**config.mk**
```make
export PLATFORM = sky130hd
export DESIGN_NAME = nms_ram
export DESIGN_NICKNAME = d
export VERILOG_FILES = /design/src/nms_ram.sv
export SDC_FILE = /design/constraint.sdc
export NUM_CORES = 2
export LEC_CHECK = 0
export BUFFER_PORTS_ARGS = -buffer_cell sky130_fd_sc_hd__buf_2
export CAP_MARGIN = 20
export CELL_PAD_IN_SITES_DETAIL_PLACEMENT = 0
export CELL_PAD_IN_SITES_GLOBAL_PLACEMENT = 1
export CORE_MARGIN = 8
export CORE_UTILIZATION = 55
export DETAILED_ROUTE_END_ITERATION = 10
export GPL_TIMING_DRIVEN = 0
export PLACE_DENSITY_LB_ADDON = 0.15
export SLEW_MARGIN = 20
export SYNTH_ARGS = -nofsm -noshare
export SYNTH_HDL_FRONTEND = slang
export SYNTH_SLANG_ARGS = --single-unit
export TNS_END_PERCENT = 5
```
**constraint.sdc**
```tcl
create_clock -name clk -period 4.86 [get_ports clk]
set_input_delay 0.243 -clock clk [delete_from_list [all_inputs] [get_ports clk]]
set_output_delay 0.243 -clock clk [all_outputs]
set_load 0.05 [all_outputs]
```
**src/nms_ram.sv**
```systemverilog
// Generic simple dual-port RAM with registered read.
`timescale 1ns / 1ps
module nms_ram #(
  parameter int WIDTH = 32,
  parameter int DEPTH = 64
) (
  input  logic                     clk,
  input  logic                     we,
  input  logic [$clog2(DEPTH)-1:0] waddr,
  input  logic [WIDTH-1:0]         wdata,
  input  logic [$clog2(DEPTH)-1:0] raddr,
  output logic [WIDTH-1:0]         rdata_r
);

  logic [WIDTH-1:0] mem [DEPTH];

  // Write one entry, read one entry
  always_ff @(posedge clk) begin
    if (we) begin
      mem[waddr] <= wdata;
    end
    rdata_r <= mem[raddr];
  end

endmodule

```
==> metrics.cfg <==
[status]
status = finished, violations left
failed_checks = negative hold slack

[final_layout]
final_common_cell = edfxtp_1
nets = 3783
drive_gt1_frac = 0.304
finalNonFillerCells = 5793
final_cell_mix = edfxtp_1 (2048), mux4_2 (544), clkbuf_16 (207)
syn_to_final_growth_pct = 16.1
fillCellCount = 9094

[clocking]
path_clk_slew_ns = 0.06
ctsResizeCount = 0
htree_levels = 4
cts_buffer_depth = 3
cts_tree = built
numCtsBuffers = 200
cts_setup_buffers = 0
clkSinkCount = 2080
clk_latency_ns = 0.84
cts_hold_buf = 4
root_buffer = clkbuf_16

[setup_path]
worstPathMaxFanout = 10
startpoint = raddr[1]
crit_end = rdata_r[15]
startpoint_type = primary input
critPathRequiredTime_ns = 5.53
cp-end-kind = register
timing.rr.start = mem[7][11]
ff2ff_setup_slack_ns = 1.95
reg2reg_depth = 4
reg2reg_to = rdata_r[11]
worstPathArrival_ns = 4.74
worstSetupPathType = primary input to register

[global_routing]
grt_most_used_layer = met2
grt_pass1_wl_um = 316000
met3_usage = 0.0822
grt_max_degree = 65
gr-usage-met1 = 0.398
antenna_found_initial = 24
grt.overflow.total = 0
grt_use_total = 0.296
use_met2 = 0.457
grt_pass1_vias = 39061

[die]
core_mm2 = 0.142
dieArea_mm2 = 0.155
rows = 138
design.portCount = 78
initial_core_util = 0.555
fp.dieH_um = 394
die_x_um = 394

[placement]
routabilityCongestion = 0.928
portBuffers = 69
dp_cells = 5407
dp_hpwl_um = 153000

[drt]
firstDrtPassIters = 9
post_drt_wl_per_cell_um = 40.2
drtIter0Drc = 6237
ant_nets = 0
via_count = 39561
drc = 0
vias_per_cell = 6.83
wirelength_um = 233000

[sta]
slew_headroom = 0.101
fin_crit_sh = 0.838
period_minus_slack_ns = 4.07
worst_slew_pin_slew_ns = 1.35
setup_viol = 0
finalHoldViolations = 15
skew_ns = 0.0284
maxSlewViolCount = 0
holdWs_ns = -0.00929
rsz0062_at_grt = no
clock.fmax_mhz = 246

[yosys]
async_reset_ff_frac = 0
yosys_warnings = 0
syn_inst = 3324
syn_avg_cell_area_um2 = 23.6
synthesis.area_mm2 = 0.0785
synth_seq_area_share = 0.791
synth-edff-count = 2048
ys_types = 34
synth_fp_nets = 3370
synthFlopType = edfxtp_1
synth-seq-cells = 2080

[pwr]
ir_drop_v = 0.000322
powerDensity_mw_per_mm2 = 406
p_leak_nw = 28.5

[worst_hold_path]
hold_path.class = primary input to register

[flow_run]
maxCapViolations = 0

cells in the mapped netlist, types with 3 or more instances:
cell      number  share of area
or3b_2         3        0.00033
mux4_2       544           0.16
dfxtp_1       32         0.0082
nand3b_1       5        0.00048
nor2_1       137         0.0065
a41o_1         4        0.00051
a22oi_1       12         0.0011
o32ai_1        4        0.00045
a311oi_1       8        0.00089
and3_1         4        0.00032
nand3_1        5        0.00032
nand2b_1       8        0.00064
clkbuf_1      74         0.0035
nor3_1         7        0.00045
nand2_1       26         0.0012
buf_6          5        0.00072
o22ai_1       84         0.0067
mux2i_1       93          0.012
or3_1          3        0.00024
buf_1         21         0.0010
a21oi_1       62         0.0040
nor2b_1       15         0.0012
o221ai_1      27         0.0030
edfxtp_1    2048           0.78
buf_2         57         0.0036
buf_4         25         0.0024
power breakdown:
group | leakage (nW) | internal, mW | switching (mW) | total [mW]
Sequential | 18.7 | 19.9 | 0.0461 | 19.9
Clock | 3.04 | 8.37 | 6.52 | 14.9
Combinational | 6.81 | 0.701 | 1.54 | 2.24
Total | 28.5 | 28.9 | 8.11 | 37.0
critical path, stage by stage:
cell and delay (ns):
buf_2 0.39, buf_2 0.42, buf_2 0.36, buf_1 0.90, nand3b_1 0.70, o221ai_1 0.50, a21oi_1 0.24, a21oi_1 0.80
nor2_1 0.16
routing by layer:
| metal | up-vias | wire length [µm] |
|---|---|---|
| met5 | - | 285 |
| met4 | 16 | 12800 |
| met3 | 567 | 27400 |
| met2 | 2838 | 108000 |
| met1 | 21025 | 84400 |
| li1 | 15115 | - |
area by class of cell:
type,count,area (µm²),area share
Sequential cell,2080,62100,0.682
Multi-Input combinational cell,1062,16000,0.175
Clock buffer,260,5430,0.0596
Timing Repair Buffer,211,3520,0.0387
Tap cell,1890,2360,0.0259
Buffer,182,910,0.00998
Clock inverter,101,781,0.00857
Antenna cell,7,17.5,0.000192
cells by family (layout without fill, tap and decap cells):
logic type             count (synthesis)  after routing  synth area share
AO/OA/AOI/OAI                        202            202            0.0167
buffers and inverters                182            754            0.0113
flip-flops                          2080           2080             0.791
multiplexers                         637            637             0.168
other                                  0              7                 0
AND/OR/NAND/NOR                      223            223            0.0127
worst min path at each step:
stage | startpoint | end | slack [ns] | depth (start not counted)
floorplan | wdata[0] | mem[0][0] | 0.34 | 0
global placement | rdata_r[11] | rdata_r[11] | 0.72 | 1
detailed placement | rdata_r[21] | rdata_r[21] | 0.71 | 1
CTS | wdata[6] | mem[34][6] | 0.006 | 1
global route | wdata[14] | mem[48][14] | 0.003 | 1
finish | wdata[14] | mem[48][14] | -0.009 | 1
sequential cells by signal, summed over array words and instances, names as in the netlist:
| name | cells |
|---|---|
| rdata_r | 32 |
| mem | 2048 |
through the flow:
step                      utilization  cell area, µm²  total power [mW]  setup TNS, ns  setup slack, ns
after floorplan                     -           78500              21.4              0             1.46
after global placement          0.574           81200              22.4        -231.34            -1.43
after detailed placement        0.598           84700              22.5              0            0.174
after CTS                       0.642           90900              37.1              0             1.05
after global routing            0.644           91100              37.9              0            0.871
final                           0.644           91100              37.0              0            0.789
(Power assumes the default switching activity.)
