===== src/nms_pkg.sv =====
// Shared types and constants for the box non-max suppression block.
`timescale 1ns / 1ps
package nms_pkg;

  localparam int MAX_BOXES_DEF  = 64;
  localparam int COORD_BITS_DEF = 16;

  localparam logic [15:0] CONF_RESET = 16'd39322;
  localparam logic [15:0] IOU_RESET  = 16'd19661;

  // Configuration register indexes
  localparam logic [1:0] CFG_CONF = 2'd0;
  localparam logic [1:0] CFG_IOU  = 2'd1;

  typedef struct packed {
    logic [15:0] y_max;
    logic [15:0] x_max;
    logic [15:0] y_min;
    logic [15:0] x_min;
  } box_t;

  localparam int BOX_W   = $bits(box_t);
  localparam int SCORE_W = 32;
  localparam int AREA_W  = 34;
  localparam int IDX_W   = 6;

  // Overlap verdict returned by the IoU unit
  typedef struct packed {
    logic             vld;
    logic [IDX_W-1:0] idx;
    logic             hit;
  } iou_res_t;

endpackage


===== src/nms_iou.sv =====
// Pipelined IoU threshold test of one candidate box against the selected box.
`timescale 1ns / 1ps
module nms_iou (
  input  logic                             clk,
  input  logic                             rst_n,
  input  logic                             in_vld,
  input  logic [nms_pkg::IDX_W-1:0]        in_idx,
  input  nms_pkg::box_t                    box_a,
  input  logic signed [nms_pkg::AREA_W-1:0] area_a,
  input  nms_pkg::box_t                    box_b,
  input  logic [15:0]                      thr,
  output nms_pkg::iou_res_t                res_r,
  output logic                             busy
);

  // Stage 1: intersection edges and candidate extents
  logic                      s1_vld_r;
  logic [nms_pkg::IDX_W-1:0] s1_idx_r;
  logic [15:0]               s1_w_r, s1_h_r;
  logic signed [16:0]        s1_dx_r, s1_dy_r;
  logic [15:0]               x1, y1, x2, y2;

  always_comb begin
    x1 = (box_a.x_min > box_b.x_min) ? box_a.x_min : box_b.x_min;
    y1 = (box_a.y_min > box_b.y_min) ? box_a.y_min : box_b.y_min;
    x2 = (box_a.x_max < box_b.x_max) ? box_a.x_max : box_b.x_max;
    y2 = (box_a.y_max < box_b.y_max) ? box_a.y_max : box_b.y_max;
  end

  // Stage 2: intersection and candidate area
  logic                             s2_vld_r;
  logic [nms_pkg::IDX_W-1:0]        s2_idx_r;
  logic [31:0]                      s2_inter_r;
  logic signed [nms_pkg::AREA_W-1:0] s2_area_r;

  // Stage 3: union
  logic                      s3_vld_r;
  logic [nms_pkg::IDX_W-1:0] s3_idx_r;
  logic [31:0]               s3_inter_r;
  logic                      s3_pos_r;
  logic [33:0]               s3_uni_r;
  logic signed [35:0]        uni;

  always_comb begin
    uni = {{2{area_a[nms_pkg::AREA_W-1]}}, area_a}
        + {{2{s2_area_r[nms_pkg::AREA_W-1]}}, s2_area_r}
        - $signed({4'b0000, s2_inter_r});
  end

  // Stage 4: threshold times union, split in two partial products
  logic                      s4_vld_r;
  logic [nms_pkg::IDX_W-1:0] s4_idx_r;
  logic [31:0]               s4_inter_r;
  logic                      s4_pos_r;
  logic [32:0]               s4_plo_r, s4_phi_r;
  logic [50:0]               rhs;
  logic [50:0]               lhs;

  always_comb begin
    rhs = {1'b0, s4_phi_r, 17'd0} + {18'd0, s4_plo_r};
    lhs = {3'd0, s4_inter_r, 16'd0};
  end

  always_ff @(posedge clk) begin
    if (!rst_n) begin
      s1_vld_r  <= 1'b0;
      s2_vld_r  <= 1'b0;
      s3_vld_r  <= 1'b0;
      s4_vld_r  <= 1'b0;
      res_r.vld <= 1'b0;
    end else begin
      s1_vld_r  <= in_vld;
      s2_vld_r  <= s1_vld_r;
      s3_vld_r  <= s2_vld_r;
      s4_vld_r  <= s3_vld_r;
      res_r.vld <= s4_vld_r;
    end
    s1_idx_r   <= in_idx;
    s1_w_r     <= (x2 > x1) ? x2 - x1 : 16'd0;
    s1_h_r     <= (y2 > y1) ? y2 - y1 : 16'd0;
    s1_dx_r    <= $signed({1'b0, box_b.x_max}) - $signed({1'b0, box_b.x_min});
    s1_dy_r    <= $signed({1'b0, box_b.y_max}) - $signed({1'b0, box_b.y_min});
    s2_idx_r   <= s1_idx_r;
    s2_inter_r <= {16'd0, s1_w_r} * {16'd0, s1_h_r};
    s2_area_r  <= nms_pkg::AREA_W'(s1_dx_r) * nms_pkg::AREA_W'(s1_dy_r);
    s3_idx_r   <= s2_idx_r;
    s3_inter_r <= s2_inter_r;
    s3_pos_r   <= (uni > 36'sd0);
    s3_uni_r   <= uni[33:0];
    s4_idx_r   <= s3_idx_r;
    s4_inter_r <= s3_inter_r;
    s4_pos_r   <= s3_pos_r;
    s4_plo_r   <= {17'd0, thr} * {16'd0, s3_uni_r[16:0]};
    s4_phi_r   <= {17'd0, thr} * {16'd0, s3_uni_r[33:17]};
    res_r.idx  <= s4_idx_r;
    res_r.hit  <= s4_pos_r && (lhs > rhs);
  end

  assign busy = s1_vld_r | s2_vld_r | s3_vld_r | s4_vld_r | res_r.vld;

endmodule


===== config.mk =====
export PLATFORM = sky130hd
export DESIGN_NAME = nms_iou
export DESIGN_NICKNAME = d
export VERILOG_FILES = /design/src/nms_pkg.sv /design/src/nms_iou.sv
export SDC_FILE = /design/constraint.sdc
export NUM_CORES = 2
export LEC_CHECK = 0
export ABC_CLOCK_PERIOD_IN_PS = 5900
export BUFFER_PORTS_ARGS = -buffer_cell sky130_fd_sc_hd__buf_2
export CAP_MARGIN = 40
export CELL_PAD_IN_SITES_DETAIL_PLACEMENT = 1
export CELL_PAD_IN_SITES_GLOBAL_PLACEMENT = 1
export CORE_AREA = 2 2 409 330
export DETAILED_ROUTE_END_ITERATION = 8
export DIE_AREA = 0 0 411 332
export PLACE_DENSITY = 0.66
export SLEW_MARGIN = 20
export SYNTH_ARGS = -nofsm -noshare
export SYNTH_HDL_FRONTEND = slang
export SYNTH_SLANG_ARGS = --single-unit

===== constraint.sdc =====
create_clock -name clk -period 5.9 [get_ports clk]
set_input_delay 0.59 -clock clk [delete_from_list [all_inputs] [get_ports clk]]
set_output_delay 0.59 -clock clk [all_outputs]
set_load 0.02 [all_outputs]

==> results.txt <==
* FF+latch count, synth: 334
* Reg clk slew, reported paths: 0.06 ns
- In the synthesized netlist the dominant register cell turns out to be dfxtp_1.
- In this run the deepest clock path goes through 3 buffers.
* Total gr overflow: 0
- A synthesized cell averages 9.14 µm².
- Worst setup path startpoint: s1_dx_r[6]$_DFF_P_
* Final period demand of the worst path: 6.21 ns
- For this configuration, the core starts out at a cell density of 39.7%.
- 1st-iter DRT viols: 1,535
* Drt first pass iters: 7
- Clock latency of the later-clocked register in the worst-skew pair: 0.65 ns
- Maximum fanout encountered on the critical timing path: 5
* Number of DRC violations after detailed routing: 0
- For this block, the routed nets add up to 160,000 µm of wire.
- The worst register-to-register path has a setup slack of -0.31 ns.
- Area of the placeable core: 133,000 µm²
- The flow ran to the end, but the final reports show violations.
- Async SR Flop Fraction: 0%
- Last element of the critical path: s2_area_r[32]$_DFF_P_
- The first global-routing pass estimated 261,000 µm of wire.
* Synthesized netlist cell count: 5,766
- Once detailed placement completed, the half-perimeter wirelength came to 138,000 µm.
- Setup repair after global routing could not meet its margin everywhere.
* Total CTS buffers: 45
- CP Capture Type: register
- The count of final max-slew check failures is 0.
- Origin of the critical flop-to-flop path: s1_dx_r[6]$_DFF_P_
- The final hold violation count is 0.
- After the last flow step, the layout net total stands at 8,224.
- Clock Sinks: 334
- Max-cap violations in this run came to 0.
* Reg2reg path depth: 24
- In the layout the commonest cells are inv_1 (1,185), fa_1 (912), nand2_1 (679).
* Number of diodes: 0
* Gpl congestion: 0.878
- The worst pin sits at a relative slew slack of 45.8%.
- Entering global routing, the biggest net connects 26 pins.
* Share of final-layout standard cells stronger than drive strength 1: 19.4%
- The layout has 15.4k filler cells.
* Summed instance area of the synthesized netlist: 52,700 µm²
* Vias per cell: 4.96
- Timing analysis after detailed placement gives a worst setup slack of -0.973 ns.
- Number of warnings printed during yosys synthesis: 0
- The worst setup path is of the reg2reg kind.
- The number of hold buffers added after CTS was 0.
* Sequential fraction of the synthesis area: 12.7%
* Number of distinct library cell variants in the gate-level netlist after synthesis: 77
* Die footprint: 136,000 µm²
- Relative to the synthesized area, the layout overhead comes to 20.8%.
* I/O Buffers: 195
* Width of the chip: 411 µm
* Endpoint of the worst register-to-register path: s2_area_r[32]$_DFF_P_
* Number of H-tree branching levels: 2
- Detailed-route via count: 41.1k
- Final period util: 105%
- Counting every net in the synthesized netlist gives 7,507.
- The worst setup path is launched from a register.
- The detail route stage leaves a number of antenna-violating nets equal to 0.
* Leading cell type in the layout, fill and taps excluded: inv_1
* IO Pins: 196
- CP Data Arrival Time: 6.74 ns
- At the worst endpoint, the required time is 6.43 ns.
- Timing would allow up to 161 MHz.
* Pin slew with the least headroom to its limit: 0.803 ns
- Measured on the finished design, the core utilization comes to 48.0%.
* TritonCTS clock tree: built
- Die Ht: 332 µm
* Final hold slack: 0.0781 ns
- Once routing completed, OpenROAD measured the worst setup slack at -0.308 ns.
* Via count of the first global-routing pass: 47.2k
- Setup violations remaining at the end of the flow were counted as 20.
- In this run the core area contains 120 standard-cell rows.
* Clock skew after layout: 0.0463 ns
- Global routing used 24.1% of the available tracks.
- Failing checks: setup timing
- In the final routed layout, each cell accounts on average for 19.3 µm.
* Post-synth EDFFs: 0
- The worst hold path belongs to the class in2reg.
* Master cell of the clock root buffer: clkbuf_16
- The number of antenna violations at the first check in global routing came to 0.
## worst max-delay path: stages, from the launching register on
cell     delay, ns
dfxtp_4       0.37
buf_12        0.14
and2_4        0.13
fa_1          0.47
inv_1         0.05
fa_1          0.45
fa_1          0.51
inv_2         0.04
fa_1          0.46
fa_1          0.50
inv_1         0.05
fa_1          0.49
inv_2         0.05
ha_4          0.22
a21o_1        0.18
a21o_1        0.18
a221o_2       0.42
a32oi_1       0.22
buf_4         0.15
a21oi_2       0.06
a311o_1       0.29
a31o_2        0.22
a21o_1        0.18
a21oi_2       0.13
xnor2_1       0.13
## cell families after synthesis
| family | share of synthesized area (%) |
|---|---|
| mux | 0.971 |
| flops | 12.7 |
| fa+ha+maj | 50.3 |
| compound gates | 7.39 |
| buf+inv | 9.87 |
| simple gates | 15.3 |
| xor+xnor | 3.52 |
## what timing repair did
action | CTS | global route
endpoints found under the setup margin | 50 | 44
pin swaps | 117 | 113
gates resized for setup | 241 | 160
setup buffers | 57 | 28
cloned | 0 | 1
## worst min path at each step
stage | endpoint | startpoint | slack (ns) | cells after the start
floorplan | res_r[1]$_DFF_P_ | s4_idx_r[0]$_DFF_P_ | 0.31 | 0
global placement | s2_idx_r[4]$_DFF_P_ | s1_idx_r[4]$_DFF_P_ | 0.31 | 0
detailed placement | s2_idx_r[2]$_DFF_P_ | s1_idx_r[2]$_DFF_P_ | 0.31 | 0
CTS | s1_idx_r[1]$_DFF_P_ | in_idx[1] | 0.02 | 1
global route | s1_idx_r[4]$_DFF_P_ | in_idx[4] | 0.03 | 1
finish | s1_idx_r[4]$_DFF_P_ | in_idx[4] | 0.08 | 1
## per-stage QoR
| stage | TNS, ns | cell area (µm²) | instances |
|---|---|---|---|
| final | -2.32 | 63700 | 8286 |
| after global routing | -7.38 | 63700 | 8286 |
| after CTS | -2.29 | 63000 | 8264 |
| after detailed placement | -25.56 | 60300 | 8132 |
| after global placement | -21.77 | 60300 | 8131 |
| after floorplan | -0.356 | 53200 | 5766 |
## per-layer routing
| layer | global-route usage, % | wire (µm) |
|---|---|---|
| met1 | 32.5 | 72900 |
| met2 | 42.2 | 78600 |
| met5 | 0 | 0 |
| met4 | 4.22 | 2930 |
| met3 | 2.40 | 5280 |
## synth_stat cells (5+ instances only)
| cell type | instances | area (µm²) |
|---|---|---|
| inv_1 | 1215 | 4560 |
| fa_1 | 943 | 18900 |
| nand2_1 | 693 | 2600 |
| ha_1 | 611 | 7640 |
| and2_1 | 522 | 3270 |
| dfxtp_1 | 334 | 6690 |
| a21oi_1 | 177 | 886 |
| clkbuf_1 | 164 | 616 |
| nor2_1 | 154 | 578 |
| xnor2_1 | 141 | 1230 |
| o21ai_0 | 116 | 581 |
| a21o_1 | 97 | 728 |
| xor2_1 | 71 | 622 |
| nor3_1 | 50 | 250 |
| nand2b_1 | 41 | 257 |
| nand3_1 | 41 | 205 |
| o21a_1 | 39 | 293 |
| nor2b_1 | 38 | 238 |
| mux2i_1 | 32 | 320 |
| a21boi_0 | 28 | 210 |
| nand4_1 | 27 | 169 |
| o21bai_1 | 27 | 203 |
| mux2_2 | 17 | 191 |
| and3_1 | 16 | 100 |
| or3_1 | 14 | 87.6 |
| a31oi_1 | 11 | 68.8 |
| o211ai_1 | 11 | 82.6 |
| a211oi_1 | 10 | 75.1 |
| a211o_1 | 9 | 78.8 |
| nor4_1 | 9 | 56.3 |
| o2111ai_1 | 9 | 78.8 |
| and4_1 | 8 | 70.1 |
| a31o_2 | 7 | 61.3 |
| or2_2 | 7 | 43.8 |
| o31ai_1 | 6 | 45.0 |
| o41ai_1 | 5 | 43.8 |
## flip-flops by register name, indices dropped and copies added, names as in the netlist, 8 cells and up
name	count
s2_area_r	34
s3_uni_r	34
s4_phi_r	33
s4_plo_r	33
s2_inter_r	32
s3_inter_r	32
s4_inter_r	32
s1_dx_r	17
s1_dy_r	17
s1_h_r	16
s1_w_r	16
res_r	8
## layout make-up
class	instances	area, µm²	area share (%)
multi-input combinational	4048	42000	66.0
sequential	334	6870	10.8
timing repair buffer	839	6570	10.3
inverter	1215	4560	7.16
tap	1769	2210	3.47
clock buffer	61	1250	1.96
clock inverter	20	221	0.348
Power is not shown: default switching activity piles up to over one toggle a cycle in this logic, so the estimate is an artifact.
